File: src/rtl/npat_pkg.sv
// ----------------------------------------------------------------------------
// Node presence alarm table: package
// Shared widths, configuration indexes and the structs passed between modules.
// ----------------------------------------------------------------------------
`timescale 1ns / 1ps
`default_nettype none

package npat_pkg;

  localparam int TABLE_DEPTH_DEF = 16;

  localparam int ID_W    = 16;
  localparam int CODE_W  = 8;
  localparam int COUNT_W = 5;
  localparam int CFG_IDX_W = 2;

  localparam logic [CFG_IDX_W-1:0] CFG_NORMAL     = 2'd0;
  localparam logic [CFG_IDX_W-1:0] CFG_ALARM      = 2'd1;
  localparam logic [CFG_IDX_W-1:0] CFG_FAIL       = 2'd2;
  localparam logic [CFG_IDX_W-1:0] CFG_ALARM_FAIL = 2'd3;

  typedef struct packed {
    logic [CODE_W-1:0] normal_value;
    logic [CODE_W-1:0] alarm_value;
    logic [CODE_W-1:0] fail_value;
    logic [CODE_W-1:0] alarm_fail_value;
  } cfg_t;

  typedef struct packed {
    logic              kind;
    logic [ID_W-1:0]   node_id;
    logic [CODE_W-1:0] status_code;
  } item_t;

  typedef struct packed {
    logic               accepted;
    logic [COUNT_W-1:0] active_count;
    logic [CODE_W-1:0]  verdict;
    logic [COUNT_W-1:0] registered_count;
  } result_t;

  // Handshake between the table engine and the top level.
  typedef struct packed {
    logic start;
    logic res_take;
  } core_ctl_t;

  typedef struct packed {
    logic idle;
    logic res_valid;
  } core_sts_t;

endpackage

`default_nettype wire

File: src/rtl/npat_if.sv
// ----------------------------------------------------------------------------
// Node presence alarm table: channel interfaces
// Valid/ready channels for the incoming requests and the outgoing results.
// ----------------------------------------------------------------------------
`timescale 1ns / 1ps
`default_nettype none

interface npat_item_if import npat_pkg::*; ();
  logic              valid;
  logic              ready;
  logic              kind;
  logic [ID_W-1:0]   node_id;
  logic [CODE_W-1:0] status_code;

  modport source (output valid, output kind, output node_id, output status_code,
                  input ready);
  modport sink (input valid, input kind, input node_id, input status_code,
                output ready);
endinterface

interface npat_result_if import npat_pkg::*; ();
  logic               valid;
  logic               ready;
  logic               accepted;
  logic [COUNT_W-1:0] active_count;
  logic [CODE_W-1:0]  verdict;
  logic [COUNT_W-1:0] registered_count;

  modport source (output valid, output accepted, output active_count,
                  output verdict, output registered_count, input ready);
  modport sink (input valid, input accepted, input active_count,
                input verdict, input registered_count, output ready);
endinterface

`default_nettype wire

File: src/rtl/npat_core.sv
// ----------------------------------------------------------------------------
// Node presence alarm table: table engine
// Holds the node table in a synchronous memory and walks it one entry a cycle.
// ----------------------------------------------------------------------------
`timescale 1ns / 1ps
`default_nettype none

module npat_core import npat_pkg::*; #(
  parameter int TABLE_DEPTH = TABLE_DEPTH_DEF
) (
  input  wire logic      clk,
  input  wire logic      rst,
  input  wire cfg_t      cfg,
  input  wire core_ctl_t ctl,
  input  wire item_t     item,
  output      core_sts_t sts,
  output      result_t   res
);

  localparam int AW = (TABLE_DEPTH > 1) ? $clog2(TABLE_DEPTH) : 1;
  localparam int CW = $clog2(TABLE_DEPTH + 1);
  localparam logic [CW-1:0] DEPTH_C = CW'(TABLE_DEPTH);

  typedef enum logic [3:0] {
    ST_IDLE   = 4'b0001,
    ST_WALK   = 4'b0010,
    ST_FINISH = 4'b0100,
    ST_DONE   = 4'b1000
  } state_t;

  typedef struct packed {
    logic [ID_W-1:0]   id;
    logic [CODE_W-1:0] code;
    logic              fresh;
  } entry_t;

  state_t          state;
  item_t           req;
  logic [CW-1:0]   count;
  logic [CW-1:0]   idx;
  logic [CW-1:0]   active;
  logic            found;
  logic [AW-1:0]   slot;
  logic            alarm;
  logic            fail;
  result_t         res_reg;

  entry_t          mem [TABLE_DEPTH];
  entry_t          rd_data;
  logic [AW-1:0]   rd_addr;
  logic            wr_en;
  logic [AW-1:0]   wr_addr;
  entry_t          wr_data;

  logic [CW-1:0]   idx_inc;
  logic            last;
  logic            hit;
  logic            room;
  logic [CW-1:0]   count_next;
  logic [CW+4:0]   count_ext;
  logic [CW+4:0]   active_ext;
  logic [CODE_W-1:0] verdict_sel;

  assign idx_inc = idx + CW'(1);
  assign last    = (idx == count - CW'(1));
  assign hit     = (rd_data.id == req.node_id);
  assign room    = (count < DEPTH_C);
  assign rd_addr = (state == ST_WALK) ? idx_inc[AW-1:0] : '0;

  always_comb begin
    wr_en   = 1'b0;
    wr_addr = idx[AW-1:0];
    wr_data = '{id: rd_data.id, code: rd_data.code, fresh: 1'b0};
    case (state)
      ST_WALK: begin
        if (req.kind && rd_data.fresh) begin
          wr_en = 1'b1;
        end
      end
      ST_FINISH: begin
        wr_data = '{id: req.node_id, code: req.status_code, fresh: 1'b1};
        if (!req.kind) begin
          if (found) begin
            wr_en   = 1'b1;
            wr_addr = slot;
          end else if (room) begin
            wr_en   = 1'b1;
            wr_addr = count[AW-1:0];
          end
        end
      end
      default: begin
      end
    endcase
  end

  always_ff @(posedge clk) begin
    if (wr_en) begin
      mem[wr_addr] <= wr_data;
    end
    rd_data <= mem[rd_addr];
  end

  always_comb begin
    count_next = count;
    if (!req.kind && !found && room) begin
      count_next = count + CW'(1);
    end
    if (alarm && fail) begin
      verdict_sel = cfg.alarm_fail_value;
    end else if (alarm) begin
      verdict_sel = cfg.alarm_value;
    end else if (fail) begin
      verdict_sel = cfg.fail_value;
    end else begin
      verdict_sel = cfg.normal_value;
    end
  end

  assign count_ext  = {5'd0, count_next};
  assign active_ext = {5'd0, active};

  always_ff @(posedge clk) begin
    if (rst) begin
      state <= ST_IDLE;
      count <= '0;
    end else begin
      case (state)
        ST_IDLE: begin
          if (ctl.start) begin
            state <= (count == '0) ? ST_FINISH : ST_WALK;
          end
        end
        ST_WALK: begin
          if (last) begin
            state <= ST_FINISH;
          end
        end
        ST_FINISH: begin
          count <= count_next;
          state <= ST_DONE;
        end
        ST_DONE: begin
          if (ctl.res_take) begin
            state <= ST_IDLE;
          end
        end
        default: begin
          state <= ST_IDLE;
        end
      endcase
    end
  end

  always_ff @(posedge clk) begin
    case (state)
      ST_IDLE: begin
        req    <= item;
        idx    <= '0;
        active <= '0;
        found  <= 1'b0;
        alarm  <= 1'b0;
        fail   <= 1'b0;
      end
      ST_WALK: begin
        idx <= idx_inc;
        if (!req.kind && hit) begin
          found <= 1'b1;
          slot  <= idx[AW-1:0];
        end
        if (req.kind && rd_data.fresh) begin
          active <= active + CW'(1);
          if (rd_data.code == cfg.alarm_fail_value || rd_data.code == cfg.alarm_value) begin
            alarm <= 1'b1;
          end
          if (rd_data.code == cfg.alarm_fail_value || rd_data.code == cfg.fail_value) begin
            fail <= 1'b1;
          end
        end
      end
      ST_FINISH: begin
        res_reg.registered_count <= count_ext[4:0];
        if (req.kind) begin
          res_reg.accepted     <= 1'b1;
          res_reg.active_count <= active_ext[4:0];
          res_reg.verdict      <= verdict_sel;
        end else begin
          res_reg.accepted     <= found || room;
          res_reg.active_count <= '0;
          res_reg.verdict      <= '0;
        end
      end
      default: begin
      end
    endcase
  end

  assign sts.idle      = (state == ST_IDLE);
  assign sts.res_valid = (state == ST_DONE);
  assign res           = res_reg;

endmodule

`default_nettype wire

File: src/rtl/node_presence_alarm_table_unit.sv
// ----------------------------------------------------------------------------
// Node presence alarm table unit
// Tracks radio nodes and folds their fresh status codes into a verdict.
// ----------------------------------------------------------------------------
// A request is either a node message or a poll and gives exactly one result.
// The table sits in one synchronous memory that is walked one entry per cycle,
// so a request walks the entries in use and then has its result registered in
// the finish state; a new request is accepted once the engine is back in idle.
// One result can wait at the output while the next request is
// processed; that request then holds off further requests until the waiting
// result has been taken. The table needs no clearing after reset.
`timescale 1ns / 1ps
`default_nettype none

module node_presence_alarm_table_unit import npat_pkg::*; #(
  parameter int TABLE_DEPTH = TABLE_DEPTH_DEF
) (
  input  wire logic                 clk,
  input  wire logic                 rst,
  npat_item_if.sink                 item,
  npat_result_if.source             result,
  input  wire logic                 wr_en,
  input  wire logic [CFG_IDX_W-1:0] wr_index,
  input  wire logic [CODE_W-1:0]    wr_data
);

  cfg_t      cfg;
  core_ctl_t ctl;
  core_sts_t sts;
  item_t     item_data;
  result_t   core_res;
  logic      out_valid;
  result_t   out_data;

  always_ff @(posedge clk) begin
    if (rst) begin
      cfg.normal_value     <= 8'd0;
      cfg.alarm_value      <= 8'd1;
      cfg.fail_value       <= 8'd2;
      cfg.alarm_fail_value <= 8'd3;
    end else if (wr_en) begin
      case (wr_index)
        CFG_NORMAL:     cfg.normal_value     <= wr_data;
        CFG_ALARM:      cfg.alarm_value      <= wr_data;
        CFG_FAIL:       cfg.fail_value       <= wr_data;
        CFG_ALARM_FAIL: cfg.alarm_fail_value <= wr_data;
        default: begin
        end
      endcase
    end
  end

  assign item_data = '{kind: item.kind, node_id: item.node_id,
                       status_code: item.status_code};
  assign item.ready   = sts.idle;
  assign ctl.start    = item.valid && sts.idle;
  assign ctl.res_take = sts.res_valid && (!out_valid || result.ready);

  npat_core #(
    .TABLE_DEPTH(TABLE_DEPTH)
  ) u_core (
    .clk  (clk),
    .rst  (rst),
    .cfg  (cfg),
    .ctl  (ctl),
    .item (item_data),
    .sts  (sts),
    .res  (core_res)
  );

  always_ff @(posedge clk) begin
    if (rst) begin
      out_valid <= 1'b0;
    end else if (ctl.res_take) begin
      out_valid <= 1'b1;
    end else if (result.ready) begin
      out_valid <= 1'b0;
    end
  end

  always_ff @(posedge clk) begin
    if (ctl.res_take) begin
      out_data <= core_res;
    end
  end

  assign result.valid            = out_valid;
  assign result.accepted         = out_data.accepted;
  assign result.active_count     = out_data.active_count;
  assign result.verdict          = out_data.verdict;
  assign result.registered_count = out_data.registered_count;

endmodule

`default_nettype wire

File: src/flat_wrapper.sv
// flat-port wrapper written by rule: the top's interface ports become plain ports
module node_presence_alarm_table_unit_flat import npat_pkg::*;
#(
  parameter int TABLE_DEPTH = TABLE_DEPTH_DEF
)
  (clk, rst, wr_en, wr_index, wr_data, item_valid, item_kind, item_node_id, item_status_code, item_ready, result_valid, result_accepted, result_active_count, result_verdict, result_registered_count, result_ready);
  npat_item_if item_i ();
  npat_result_if result_i ();
  input  wire logic clk;
  input  wire logic rst;
  input  wire logic wr_en;
  input  wire logic [CFG_IDX_W-1:0] wr_index;
  input  wire logic [CODE_W-1:0] wr_data;
  input wire logic [$bits(item_i.valid)-1:0] item_valid;
  input wire logic [$bits(item_i.kind)-1:0] item_kind;
  input wire logic [$bits(item_i.node_id)-1:0] item_node_id;
  input wire logic [$bits(item_i.status_code)-1:0] item_status_code;
  output wire logic [$bits(item_i.ready)-1:0] item_ready;
  output wire logic [$bits(result_i.valid)-1:0] result_valid;
  output wire logic [$bits(result_i.accepted)-1:0] result_accepted;
  output wire logic [$bits(result_i.active_count)-1:0] result_active_count;
  output wire logic [$bits(result_i.verdict)-1:0] result_verdict;
  output wire logic [$bits(result_i.registered_count)-1:0] result_registered_count;
  input wire logic [$bits(result_i.ready)-1:0] result_ready;
  assign item_i.valid = item_valid;
  assign item_i.kind = item_kind;
  assign item_i.node_id = item_node_id;
  assign item_i.status_code = item_status_code;
  assign item_ready = item_i.ready;
  assign result_valid = result_i.valid;
  assign result_accepted = result_i.accepted;
  assign result_active_count = result_i.active_count;
  assign result_verdict = result_i.verdict;
  assign result_registered_count = result_i.registered_count;
  assign result_i.ready = result_ready;
  node_presence_alarm_table_unit #(.TABLE_DEPTH(TABLE_DEPTH)) u_core (.clk(clk), .rst(rst), .item(item_i), .result(result_i), .wr_en(wr_en), .wr_index(wr_index), .wr_data(wr_data));
endmodule
File: config.mk
export PLATFORM = sky130hd
export DESIGN_NAME = node_presence_alarm_table_unit_flat
export DESIGN_NICKNAME = d
export VERILOG_FILES = /design/src/rtl/npat_pkg.sv /design/src/rtl/npat_if.sv /design/src/rtl/npat_core.sv /design/src/rtl/node_presence_alarm_table_unit.sv /design/src/flat_wrapper.sv
export SDC_FILE = /design/constraint.sdc
export NUM_CORES = 1
export LEC_CHECK = 0
export BUFFER_PORTS_ARGS = -buffer_cell sky130_fd_sc_hd__buf_2
export CELL_PAD_IN_SITES_DETAIL_PLACEMENT = 0
export CELL_PAD_IN_SITES_GLOBAL_PLACEMENT = 1
export CORE_ASPECT_RATIO = 1.2
export CORE_MARGIN = 2
export CORE_UTILIZATION = 36
export DETAILED_ROUTE_END_ITERATION = 6
export PLACE_DENSITY = 0.68
export SLEW_MARGIN = 40
export SYNTH_ARGS = -nofsm -noshare
export SYNTH_HDL_FRONTEND = slang
export SYNTH_SLANG_ARGS = --single-unit
File: constraint.sdc
create_clock -name clk -period 3.1 [get_ports clk]
set_input_delay 0 -clock clk [delete_from_list [all_inputs] [get_ports clk]]
set_output_delay 0 -clock clk [all_outputs]
set_load 0.005 [all_outputs]
# Yosys cells after proc, flatten, opt, wreduce, memory -nomap -nowiden
# Memories as Yosys holds them, arrays and structs flattened. A register that Yosys moved wholly into a read port is not among the register bits.
# Index checks and enable logic that the tools add are counted.
[totals] output_inout_bits=21 word_cells=112 regBits=122 memories=1 input_bits=40 ramBits=400
[memory_table] name="u_core.u_core.mem" depth=16 width=25 rd=1 rd_clocked_by_memory_dff=1 wr=1 line="npat_core.sv:48" source="entry_t mem [TABLE_DEPTH];"
[op_classes] addsub=4 n_lt_le_gt_ge=1 n_eq_ne=19 reduce_logical=28 mux=35
[op_table] cell="$mux W4" n=8
[op_table] cell="$mux W25" n=1
[op_table] cell="$eq A8 B8 Y1" n=3
[op_table] cell="$mux W8" n=3
[op_table] cell="$pmux W5 S2" n=2
[op_table] cell="$eq A16 B16 Y1" n=1
[op_table] cell="$pmux W4 S4" n=1
[op_table] cell="$add A5 B1 Y5 const B" n=3
[op_table] cell="$reduce_and A2 Y1" n=7
[op_table] cell="$mux W1" n=13
[op_table] cell="$ne A2 B1 Y1 const B" n=6
[op_table] cell="$mux W5" n=2
[op_table] cell="$reduce_and A3 Y1" n=3
[op_table] cell="$pmux W1 S2" n=4
[op_table] cell="$logic_and A1 B1 Y1" n=7
[op_table] cell="$eq A5 B5 Y1" n=1
[op_table] cell="$logic_not A5 Y1" n=1
[op_table] cell="$lt A5 B5 Y1 const B" n=1
[op_table] cell="$sub A5 B1 Y5 const B" n=1
[op_table] cell="$eq A2 B2 Y1 const B" n=2
[op_table] cell="$eq A4 B1 Y1 const B" n=1
[op_table] cell="$eq A4 B2 Y1 const B" n=1
[op_table] cell="$eq A4 B3 Y1 const B" n=1
[op_table] cell="$eq A4 B4 Y1 const B" n=1
[op_table] cell="other kinds (7)" n=13

# Longest topological paths before layout
# Gate-level depths: netlist of run 1.
[depth] ltp_word=7 ltp_mapped=9 ltp_nobuf=7

# Cells and area by module
# A second synthesis of run 1 with hierarchy kept.
[unflattened] hier_cells=1480 area_unflattened_um2=22326.4
[modules_own_cells] mod="npat_core" instances=1 seq_area_each_um2=14523.9 area_per_inst_um2=20415.8 cells_each=1337
[modules_own_cells] mod="node_presence_alarm_table_unit" instances=1 seq_area_each_um2=1231.2 area_per_inst_um2=1910.6 cells_each=143

# Worst setup path after synthesis of run 1
# No wires, ideal clock.
[synth_timing] kind="register -> register" start="register u_core.u_core.state[2]" end="memory u_core.u_core.mem[0][0] (netlist bit), enable pin" t_arrival_ps=2780 path_buffers=1 path_stages_with_launch=7 setup_ps=407 t_required_ps=2693 setup_slack_ps=-87 synth_period_minus_slack_ps=3187 cell_sequence="dfxtp_1 -> buf_6 -> or4b_4 -> or3_4 -> a22oi_1 -> nand2_1 -> nor2_1"
[synth_via] elab_chain_cells=4 elab_cells_between_ends=6 classes_between="eq/ne: 2; mux: 4"
[synth_lines] element="start: declaration" line="npat_core.sv:37" source="state_t state;"
[synth_lines] element="start signal: assignment" line="npat_core.sv:131" source="state <= (count == '0) ? ST_FINISH : ST_WALK;"
[synth_lines] element="$eq A4 B3 Y1 / $eq A4 B2 Y1 (equally long branches)" line="npat_core.sv:74" source="case (state)"
[synth_lines] element="$pmux W1 S2" line="npat_core.sv:74"
[synth_lines] element="$mux W1" line="npat_core.sv:98" source="if (wr_en) begin"
[synth_lines] element="$mux W1 (implied by the code)" line="npat_core.sv:99" source="mem[wr_addr] <= wr_data;"
[synth_lines] element="end: declaration" line="npat_core.sv:48"
# Several ways; a longest one is shown, not always the timed one.

# Worst setup path after layout of run 1
[layout_timing] start="register u_core.u_core.state[2]" end="memory u_core.u_core.mem[12][12] (netlist bit), enable pin"
# The elaborated chain is that of the path after synthesis.

==> results of run 1 <==
## power breakdown
group          total [W]  switching (W)  internal [W]
Combinational    0.00189        0.00114      0.000750
Clock            0.00704        0.00279       0.00425
Sequential       0.00829       0.000131       0.00816
Total             0.0172        0.00406        0.0132
## cells in the mapped netlist (all sizes together), types with 15 or more instances
cell type	n
a21oi	82
and2	15
buf	41
clkbuf	41
dfxtp	67
edfxtp	480
mux2	35
mux2i	73
mux4	35
nand2	175
nor2	70
nor3	31
o21ai	25
o22ai	37
xnor2	18
xor2	45
## worst reg2reg max path, delay by kind of cell (launching register included)
family,cells,cell delay (ns)
buf+inv,2,0.54
flops,1,0.45
simple gates,4,1.38
compound gates,1,0.21
## worst max-delay path by stage
stage                           start                        end  slack [ns]  depth (start not counted)
2_1_floorplan  u_core.u_core.state[2]    u_core.u_core.mem[0][0]       -0.09                          6
3_3_place_gp   u_core.u_core.state[2]  u_core.u_core.mem[12][13]        0.27                          7
3_5_place_dp   u_core.u_core.state[2]  u_core.u_core.mem[12][15]        0.22                          7
4_1_cts        u_core.u_core.state[2]  u_core.u_core.mem[12][24]        0.22                          7
5_1_grt        u_core.u_core.state[2]  u_core.u_core.mem[12][22]         0.1                          7
6_report       u_core.u_core.state[2]  u_core.u_core.mem[12][12]        0.20                          7
## kinds of logic after synthesis
family,Yosys count,synth area share [%]
mux,143,8.76
flops,547,72.1
simple gates,341,6.99
fa+ha+maj,4,0.229
xor+xnor,63,2.60
buf+inv,95,2.05
compound gates,234,7.24
## through the flow
step | cells | setup slack, ns | hold slack (ns) | util [%] | cell area, sq um
4_1_cts | 2435 | 0.216 | 0.0520 | 43.6 | 26100
5_1_grt | 2435 | 0.0998 | 0.0892 | 43.6 | 26100
3_3_place_gp | 2283 | 0.270 | 0.179 | 39.6 | 23700
6_report | 2435 | 0.202 | 0.0951 | 43.6 | 26100
3_5_place_dp | 2283 | 0.218 | 0.178 | 39.6 | 23700
2_1_floorplan | 1427 | -0.0867 | 0.0989 | - | 21800
## routing by layer
layer	wire length, microns	up-vias
met1	23600	6468
met5	0	-
met2	26700	392
li1	-	5800
met4	1580	0
met3	2830	85
## cell type report
| cell class | count | area (sq um) |
|---|---|---|
| clock buffer | 79 | 1600 |
| clock inverter | 26 | 339 |
| fill | 5358 | 33700 |
| inverter | 13 | 50.0 |
| multi-input combinational | 785 | 5810 |
| sequential | 547 | 15800 |
| tap | 800 | 1000 |
| timing repair buffer | 185 | 1560 |
==> results.sh, run 1 <==
export IMPL_syn_to_final_growth_pct=19.6
export IMPL_worst_pin_slew_ns=0.798
export IMPL_min_to="u_core.u_core.req[6]"
export IMPL_worstHoldPathCells=2
export IMPL_hold_class="in -> reg"
export IMPL_start_kind="flip-flop"
export IMPL_postSynthAreaPerCell_sq_um=15.3
export IMPL_ys_seq_area_share_pct=72.1
export IMPL_largest_reg_flops=400
export IMPL_drcViolationCount=0
export IMPL_vias=12700
export IMPL_mostFrequentLayoutCell="edfxtp_1"
export IMPL_globalplace_congestion=0.822
export IMPL_critPathMostFrequentCell="buf_4"
export IMPL_nNetsFinal=1632
export IMPL_cts_sinks=547
export IMPL_drt_vias_per_instance=5.23
export IMPL_dieWidth_microns=229
export IMPL_cp_max_fo=16
export IMPL_synth_top_area_cell="edfxtp_1"
export IMPL_drive_gt1_share_pct=20.4
export IMPL_rsz0062_at_grt="no"
export IMPL_grt_busiest_layer="met2"
export IMPL_synth_edf_count=480
export IMPL_grt_util_met1_pct=23.1
export IMPL_ioPinCount=61
export IMPL_drt_iter0_drc=1158
export IMPL_setup_viol=0
export IMPL_grtUsageMet2_pct=29.5
export IMPL_die_h_microns=274
export IMPL_ctsHoldBuffers=47
export IMPL_port_buffers=60
export IMPL_worstRegToRegCells=7
export IMPL_ff2ff_setup_slack_ns=0.20
export IMPL_initial_core_util_pct=36.5
export IMPL_antenna_left=0
export IMPL_grt_max_degree=109
export IMPL_clockRootBuffer="clkbuf_16"
export IMPL_routed_wl_microns=54800
export IMPL_worstPathCellList="or4b_4 > or3_4 > a22oi_1 > buf_4 > nand2_1 > nor2_4 > buf_4"
export IMPL_synthCells=1427
export IMPL_synth_warnings=0
export IMPL_synthArstFlopShare_pct=0
export IMPL_netlist_top_cells_area="edfxtp_1 66%, dfxtp_1 6.1%, mux4_2 3.6%"
export IMPL_worstPathRequired_ns=3.38
export IMPL_reg_top3="u_core.u_core.mem: 400 flops, u_core.cfg: 32 flops"
export IMPL_coreArea_sq_um=59800
export IMPL_slowest_delay_ns=0.58
export IMPL_reg2reg_from="u_core.u_core.state[2]"
export IMPL_crit_buf_inv=2
export IMPL_cp_end_kind="flip-flop"
export IMPL_crit_slowest_cell="or4b_4"
export IMPL_grt_pass1_wl_microns=81800
export IMPL_die_area_sq_um=62700
export IMPL_ys_ff_latch=547
export IMPL_clk_latency_ns=0.62
export IMPL_fmax_mhz=345
export IMPL_synth_fp_nets=1471
export IMPL_cts_made_buffers=56
export IMPL_slew_headroom_pct=46.8
export IMPL_cpLargestDelayFamily="simple AND/OR/NAND/NOR gates"
export IMPL_grtUsageMet3_pct=2.42
export IMPL_synth_top_cell_area_share_pct=66.0
export IMPL_peakVddDrop_mv=0.464
export IMPL_worstReg2RegEnd="u_core.u_core.mem[12][12]"
export IMPL_cts_tree="yes"
export IMPL_clk_pin_slew_worst_paths_ns=0.06
export IMPL_synthDistinctLibCells=64
export IMPL_power_density_nw_per_um2=659
export IMPL_maxCapViolCount=0
export IMPL_wire_per_inst_microns=22.5
export IMPL_power_w=0.0172
export IMPL_fin_tns_setup_ns=0
export IMPL_cts_resized=0
export IMPL_postCtsSetupRepairBufs=0
export IMPL_first_pass_iters=7
export IMPL_fp_row_count=98
export IMPL_layout_common_cells="480 x edfxtp_1, 173 x nand2_1, 81 x a21oi_1, 73 x mux2i_1, 67 x dfxtp_1"
export IMPL_finalHoldViolations=0
export IMPL_fin_worst_skew_ns=0.0251
export IMPL_run_status="completed"
export IMPL_grt_usage_pct=17.5
export IMPL_grt_pass1_vias=12900
export IMPL_synth_flop_cell="edfxtp_1"
export IMPL_grt_ovfl_total=0
export IMPL_fin_crit_sh_pct=93.5
export IMPL_crit_type="reg -> reg"
export IMPL_post_dp_hpwl_microns=33100
export IMPL_fin_crit_ns=2.90
export IMPL_cts_max_level=2
export IMPL_antenna_found_initial=0
export IMPL_leakage_nw=8.73
export IMPL_slew_violations=0
export IMPL_netlist_area_sq_um=21800
export IMPL_antenna_cells=0
export IMPL_cp_data_arrival_time_ns=3.17
export IMPL_hp_start="item_status_code[6]"
export IMPL_regMostFlops="u_core.u_core.mem"
export IMPL_clockBufferDepth=3
Power figures use the tool's default switching activity.
==> run 2: changes to the inputs <==
--- a/config.mk
+++ b/config.mk
@@ -7,12 +7,12 @@
 export LEC_CHECK = 0
 export BUFFER_PORTS_ARGS = -buffer_cell sky130_fd_sc_hd__buf_2
 export CELL_PAD_IN_SITES_DETAIL_PLACEMENT = 0
-export CELL_PAD_IN_SITES_GLOBAL_PLACEMENT = 1
+export CELL_PAD_IN_SITES_GLOBAL_PLACEMENT = 2
 export CORE_ASPECT_RATIO = 1.2
 export CORE_MARGIN = 2
 export CORE_UTILIZATION = 36
 export DETAILED_ROUTE_END_ITERATION = 6
-export PLACE_DENSITY = 0.68
+export PLACE_DENSITY = 0.72
 export SLEW_MARGIN = 40
 export SYNTH_ARGS = -nofsm -noshare
 export SYNTH_HDL_FRONTEND = slang
==> constraint.sdc (replaced) <==
create_clock -name clk -period 2.8 [get_ports clk]
set_input_delay 0 -clock clk [delete_from_list [all_inputs] [get_ports clk]]
set_output_delay 0 -clock clk [all_outputs]
set_load 0.005 [all_outputs]
==> results.sh, run 2 (synthesis gave the netlist of run 1 again) <==
export IMPL_run_status="complete, but fails checks"
export IMPL_failed_checks="design-rule violations"
export IMPL_fmax_mhz=371
export IMPL_pwr_share_seq_pct=49.6
export IMPL_setup_viol=0
export IMPL_postPlaceCellArea_sq_um=24000
export IMPL_fin_crit_sh_pct=96.3
export IMPL_ff2ff_setup_slack_ns=0.10
export IMPL_reg2reg_from="u_core.u_core.state[3]"
export IMPL_power_density_nw_per_um2=705
export IMPL_layout_common_cells="480 x edfxtp_1, 173 x nand2_1, 81 x a21oi_1, 74 x buf_4, 73 x mux2i_1"
export IMPL_fin_ws_ns=0.104
export IMPL_grtUsageMet3_pct=3.50
export IMPL_hold_ws_ns=0.0916
export IMPL_dp_slack_ns=0.117
export IMPL_antenna_left=0
export IMPL_dieWidth_microns=229
export IMPL_start_kind="flip-flop"
export IMPL_worst_pin_slew_ns=0.826
export IMPL_drive_gt1_share_pct=21.0
export IMPL_antenna_found_initial=2
export IMPL_mostFrequentLayoutCell="edfxtp_1"
export IMPL_p_sw_share_pct=24.9
export IMPL_grtUsageMet2_pct=30.2
export IMPL_clockBufferDepth=3
export IMPL_hold_class="in -> reg"
export IMPL_cts_sinks=547
export IMPL_seq_area_sq_um=15800
export IMPL_maxCapViolCount=0
export IMPL_initial_core_util_pct=36.5
export IMPL_fin_crit_ns=2.70
export IMPL_multiInputGateArea_sq_um=5820
export IMPL_syn_to_final_growth_pct=20.0
export IMPL_fill_cells=5398
export IMPL_grt_max_degree=76
export IMPL_antenna_cells=0
export IMPL_cts_tree="yes"
export IMPL_grt_util_met1_pct=24.7
export IMPL_p_int_w=0.0139
export IMPL_crit_type="reg -> reg"
export IMPL_cp_max_fo=18
export IMPL_finalHoldViolations=0
export IMPL_grt_pass1_vias=12800
export IMPL_p_clk_share_pct=38.0
export IMPL_comb_power_share_pct=12.4
export IMPL_clk_latency_ns=0.62
export IMPL_rsz0062_at_grt="no"
export IMPL_slew_violations=0
export IMPL_worstPathRequired_ns=3.12
export IMPL_clockRootBuffer="clkbuf_16"
export IMPL_wire_per_inst_microns=23.2
export IMPL_power_switching_w=0.00459
export IMPL_regMostFlops="u_core.u_core.mem"
export IMPL_worstHoldPathCells=2
export IMPL_globalplace_congestion=0.843
export IMPL_post_dp_hpwl_microns=36900
export IMPL_vias=12600
export IMPL_peakVddDrop_mv=0.466
export IMPL_ioPinCount=61
export IMPL_clk_pin_slew_worst_paths_ns=0.06
export IMPL_cts_made_buffers=55
export IMPL_port_buffers=60
export IMPL_worstRegToRegCells=7
export IMPL_nNetsFinal=1657
export IMPL_design_area_sq_um=26200
export IMPL_cts_max_level=2
export IMPL_leakage_nw=8.76
export IMPL_routed_wl_microns=57000
export IMPL_first_pass_iters=7
export IMPL_die_area_sq_um=62700
export IMPL_postCtsSetupRepairBufs=0
export IMPL_min_to="u_core.u_core.req[12]"
export IMPL_fp_row_count=98
export IMPL_die_h_microns=274
export IMPL_drcViolationCount=2
export IMPL_cp_data_arrival_time_ns=3.01
export IMPL_worstReg2RegEnd="u_core.u_core.mem[0][17]"
export IMPL_slew_headroom_pct=44.9
export IMPL_grt_usage_pct=18.3
export IMPL_drt_iter0_drc=1196
export IMPL_grt_busiest_layer="met2"
export IMPL_hp_start="item_node_id[4]"
export IMPL_coreArea_sq_um=59800
export IMPL_drt_vias_per_instance=5.15
export IMPL_post_route_util_pct=43.8
export IMPL_cp_end_kind="flip-flop"
export IMPL_fin_worst_skew_ns=0.0188
export IMPL_reg_top3="u_core.u_core.mem: 400 flops, u_core.cfg: 32 flops"
export IMPL_largest_reg_flops=400
export IMPL_grt_pass1_wl_microns=84500
export IMPL_grt_ovfl_total=0
run 2: changes by cell type in the layout (fill, tap and decap cells not counted), moves of 2 or more:
cell | previous run | this run
buf_4 | 62 | 74
buf_12 | 16 | 27
clkbuf_8 | 7 | 1
clkinv_1 | 9 | 15
bufinv_16 | 8 | 3
dlygate4sd3_1 | 47 | 50
clkbuf_16 | 58 | 56
clkinv_2 | 7 | 9
run 2: how the worst max path moves through the flow:
stage                                       from                        to  slack (ns)  depth (start not counted)
after floorplan           u_core.u_core.state[2]   u_core.u_core.mem[0][0]       -0.39                          6
after global placement    u_core.u_core.state[3]  u_core.u_core.mem[0][18]        0.11                          7
after detailed placement  u_core.u_core.state[3]  u_core.u_core.mem[0][18]        0.12                          7
after CTS                 u_core.u_core.state[3]  u_core.u_core.mem[0][17]        0.11                          7
after global routing      u_core.u_core.state[3]  u_core.u_core.mem[4][16]        0.04                          7
final                     u_core.u_core.state[3]  u_core.u_core.mem[0][17]        0.10                          7
run 2: layout make-up:
type                    count  share of cell area [%]
multi-input cells         785                    22.2
well taps                 800                    3.82
clock inverters            29                   0.850
clock buffers              71                    5.60
inverters                  13                   0.191
flip-flops and latches    547                    60.1
repair buffers            211                    7.24
run 2: timing repair:
action | in CTS | in global routing
endpoints found under the hold margin | 67 | 0
setup endpoints to repair | 0 | 1
resized for setup | 0 | 1
hold buffers | 50 | 0
run 2: metal layers:
metal	share of wire [%]	wire length [microns]
met5	0	0
met4	2.5	1430
met3	6.2	3530
met2	48	27200
met1	44	24900
run 2: metrics by stage:
| step | setup TNS (ns) | power, W | cells |
|---|---|---|---|
| finish | 0 | 0.0185 | 2456 |
| floorplan | -98.87 | 0.0106 | 1427 |
| global route | 0 | 0.0192 | 2456 |
| global placement | 0 | 0.0116 | 2306 |
| CTS | 0 | 0.0186 | 2456 |
| detailed placement | 0 | 0.0116 | 2306 |
run 2: power groups by stage:
stage | registers [W] | clock network [W] | logic [W]
finish | 0.00916 | 0.00702 | 0.00230
global route | 0.00918 | 0.00751 | 0.00247
CTS | 0.00916 | 0.00716 | 0.00231
detailed placement | 0.00934 | 0 | 0.00225
global placement | 0.00934 | 0 | 0.00225
floorplan | 0.00926 | 0 | 0.00136
run 2: critical path, stage by stage, from the launching register on:
cell,delay (ns)
dfxtp_1,0.31
or4b_4,0.59
or3_4,0.41
a22oi_1,0.29
buf_4,0.18
nand2_1,0.18
nor2_4,0.23
buf_12,0.19
==> run 3: changes to the inputs <==
--- a/config.mk
+++ b/config.mk
@@ -12,7 +12,7 @@
 export CORE_MARGIN = 2
 export CORE_UTILIZATION = 36
 export DETAILED_ROUTE_END_ITERATION = 6
-export PLACE_DENSITY = 0.72
+export PLACE_DENSITY = 0.75
 export SLEW_MARGIN = 40
 export SYNTH_ARGS = -nofsm -noshare
 export SYNTH_HDL_FRONTEND = slang
==> constraint.sdc (replaced) <==
create_clock -name clk -period 2.15 [get_ports clk]
set_input_delay 0 -clock clk [delete_from_list [all_inputs] [get_ports clk]]
set_output_delay 0 -clock clk [all_outputs]
set_load 0.005 [all_outputs]
==> results.sh, run 3 (synthesis gave the netlist of run 1 again) <==
export IMPL_die_h_microns=274
export IMPL_wire_per_inst_microns=23.0
export IMPL_mostFrequentLayoutCell="edfxtp_1"
export IMPL_nNetsFinal=1779
export IMPL_grt_max_degree=60
export IMPL_initial_core_util_pct=36.5
export IMPL_clockBufferDepth=3
export IMPL_fin_worst_skew_ns=0.0316
export IMPL_fin_crit_sh_pct=117
export IMPL_final_cells=2580
export IMPL_hp_start="item_node_id[10]"
export IMPL_clockRootBuffer="clkbuf_16"
export IMPL_cts_max_level=2
export IMPL_antenna_left=0
export IMPL_setup_viol=760
export IMPL_cp_data_arrival_time_ns=2.84
export IMPL_post_dp_hpwl_microns=36100
export IMPL_hold_class="in -> reg"
export IMPL_slew_violations=0
export IMPL_die_area_sq_um=62700
export IMPL_grt_pass1_wl_microns=86400
export IMPL_grt_ovfl_total=0
export IMPL_fin_ws_ns=-0.356
export IMPL_run_status="complete, but fails checks"
export IMPL_peakVddDrop_mv=0.592
export IMPL_placed_cells=2389
export IMPL_coreArea_sq_um=59800
export IMPL_drive_gt1_share_pct=28.8
export IMPL_drt_iter0_drc=1026
export IMPL_layout_common_cells="480 x edfxtp_1, 168 x nand2_1, 122 x buf_4, 80 x a21oi_1, 73 x mux2i_1"
export IMPL_crit_buf_inv=3
export IMPL_syn_to_final_growth_pct=30.7
export IMPL_cpLargestDelayFamily="simple AND/OR/NAND/NOR gates"
export IMPL_grt_pass1_vias=13600
export IMPL_start_kind="flip-flop"
export IMPL_ioPinCount=61
export IMPL_fmax_mhz=399
export IMPL_largest_reg_flops=400
export IMPL_fp_row_count=98
export IMPL_finalHoldViolations=0
export IMPL_cp_end_kind="flip-flop"
export IMPL_clk_latency_ns=0.62
export IMPL_worstPathRequired_ns=2.49
export IMPL_reg2reg_from="u_core.u_core.state[3]"
export IMPL_antenna_found_initial=1
export IMPL_regMostFlops="u_core.u_core.mem"
export IMPL_antenna_cells=0
export IMPL_drt_vias_per_instance=5.17
export IMPL_critPathLaunch="u_core.u_core.state[3]"
export IMPL_cp_max_fo=6
export IMPL_worstPathCellList="or4b_4 > or3_4 > a22oi_2 > buf_6 > nand2_8 > nor2_4 > buf_12 > clkbuf_16"
export IMPL_routed_wl_microns=59300
export IMPL_port_buffers=60
export IMPL_grt_usage_pct=18.5
export IMPL_seq_area_sq_um=15800
export IMPL_worst_pin_slew_ns=0.802
export IMPL_power_w=0.0253
export IMPL_cts_sinks=547
export IMPL_vias=13300
export IMPL_cts_made_buffers=54
export IMPL_fill_cells=5098
export IMPL_slew_headroom_pct=46.4
export IMPL_cts_tree="yes"
export IMPL_first_pass_iters=5
export IMPL_dieWidth_microns=229
export IMPL_crit_slowest_cell="or4b_4"
export IMPL_drcViolationCount=0
export IMPL_failed_checks="negative setup slack"
export IMPL_power_density_nw_per_um2=885
export IMPL_slowest_delay_ns=0.59
export IMPL_rsz0062_at_grt="yes"
export IMPL_reg_top3="u_core.u_core.mem: 400 flops, u_core.cfg: 32 flops"
export IMPL_leakage_nw=9.88
export IMPL_fin_tns_setup_ns=-120.08
export IMPL_multiInputGateArea_sq_um=6020
export IMPL_crit_type="reg -> reg"
export IMPL_fin_crit_ns=2.51
export IMPL_clk_pin_slew_worst_paths_ns=0.06
export IMPL_maxCapViolCount=0
export IMPL_globalplace_congestion=0.842
run 3: changes by cell type in the layout (fill, tap and decap cells not counted), sizes merged:
cell / delta
clkbuf: +11
dlygate4sd3: -6
bufbuf: +6
clkinv: -9
bufinv: +5
buf: +112
nor2: +1
clkinvlp: +4
run 3: per-layer routing:
metal / global-route usage (%) / share of wire (%) / wire length [microns]
met1: 23.5 / 42 / 24800
met2: 32.7 / 51 / 30100
met5: 0 / 0 / 0
met4: 5.78 / 2.5 / 1470
met3: 2.82 / 4.9 / 2890
run 3: path summary, 6_finish.rpt:
check,end,slack [ns],cells past startpoint
worst max-delay path,u_core.u_core.mem[2][16],-0.36,8
worst min-delay path,u_core.u_core.req[18],0.09,2
worst max register to register,u_core.u_core.mem[2][16],-0.36,8
worst min register to register,u_core.result.active_count[3],0.41,0
run 3: through the flow:
step | hold WS (ns) | area (sq um) | setup WS (ns) | util (%)
after floorplan | 0.0989 | 22000 | -0.485 | -
after global placement | 0.177 | 25100 | -0.404 | 41.9
after detailed placement | 0.178 | 25100 | -0.459 | 42.0
after CTS | 0.0615 | 28000 | -0.274 | 46.7
after global routing | 0.0720 | 28500 | -0.399 | 47.7
final | 0.0918 | 28500 | -0.356 | 47.7
run 3: power breakdown:
part           total (W)  switching, W  internal (W)
sequential        0.0119      0.000154        0.0118
clock            0.00990       0.00403       0.00587
combinational    0.00345       0.00187       0.00158
total             0.0253       0.00606        0.0192
run 3: area by class of cell:
class | count | area share, %
inverter | 13 | 0.189
timing repair buffer | 333 | 13.4
clock buffer | 72 | 5.25
clock inverter | 29 | 1.34
sequential | 547 | 55.2
multi-input combinational | 786 | 21.1
tap | 800 | 3.51
run 3: worst reg2reg max path: stages, from the launching register on:
cell and delay [ns]:
dfxtp_2 0.33, or4b_4 0.59, or3_4 0.40, a22oi_2 0.22, buf_6 0.18, nand2_8 0.08, nor2_4 0.13, buf_12 0.15
clkbuf_16 0.16
run 3: repair_timing:
item                                   4_1_cts  5_1_grt
setup endpoints to repair                  769      772
setup buffers                               15       14
endpoints found under the hold margin       64        0
hold buffers                                44        0
cloned                                       8       12
resized for setup                           31       31
pin swaps                                   13       12
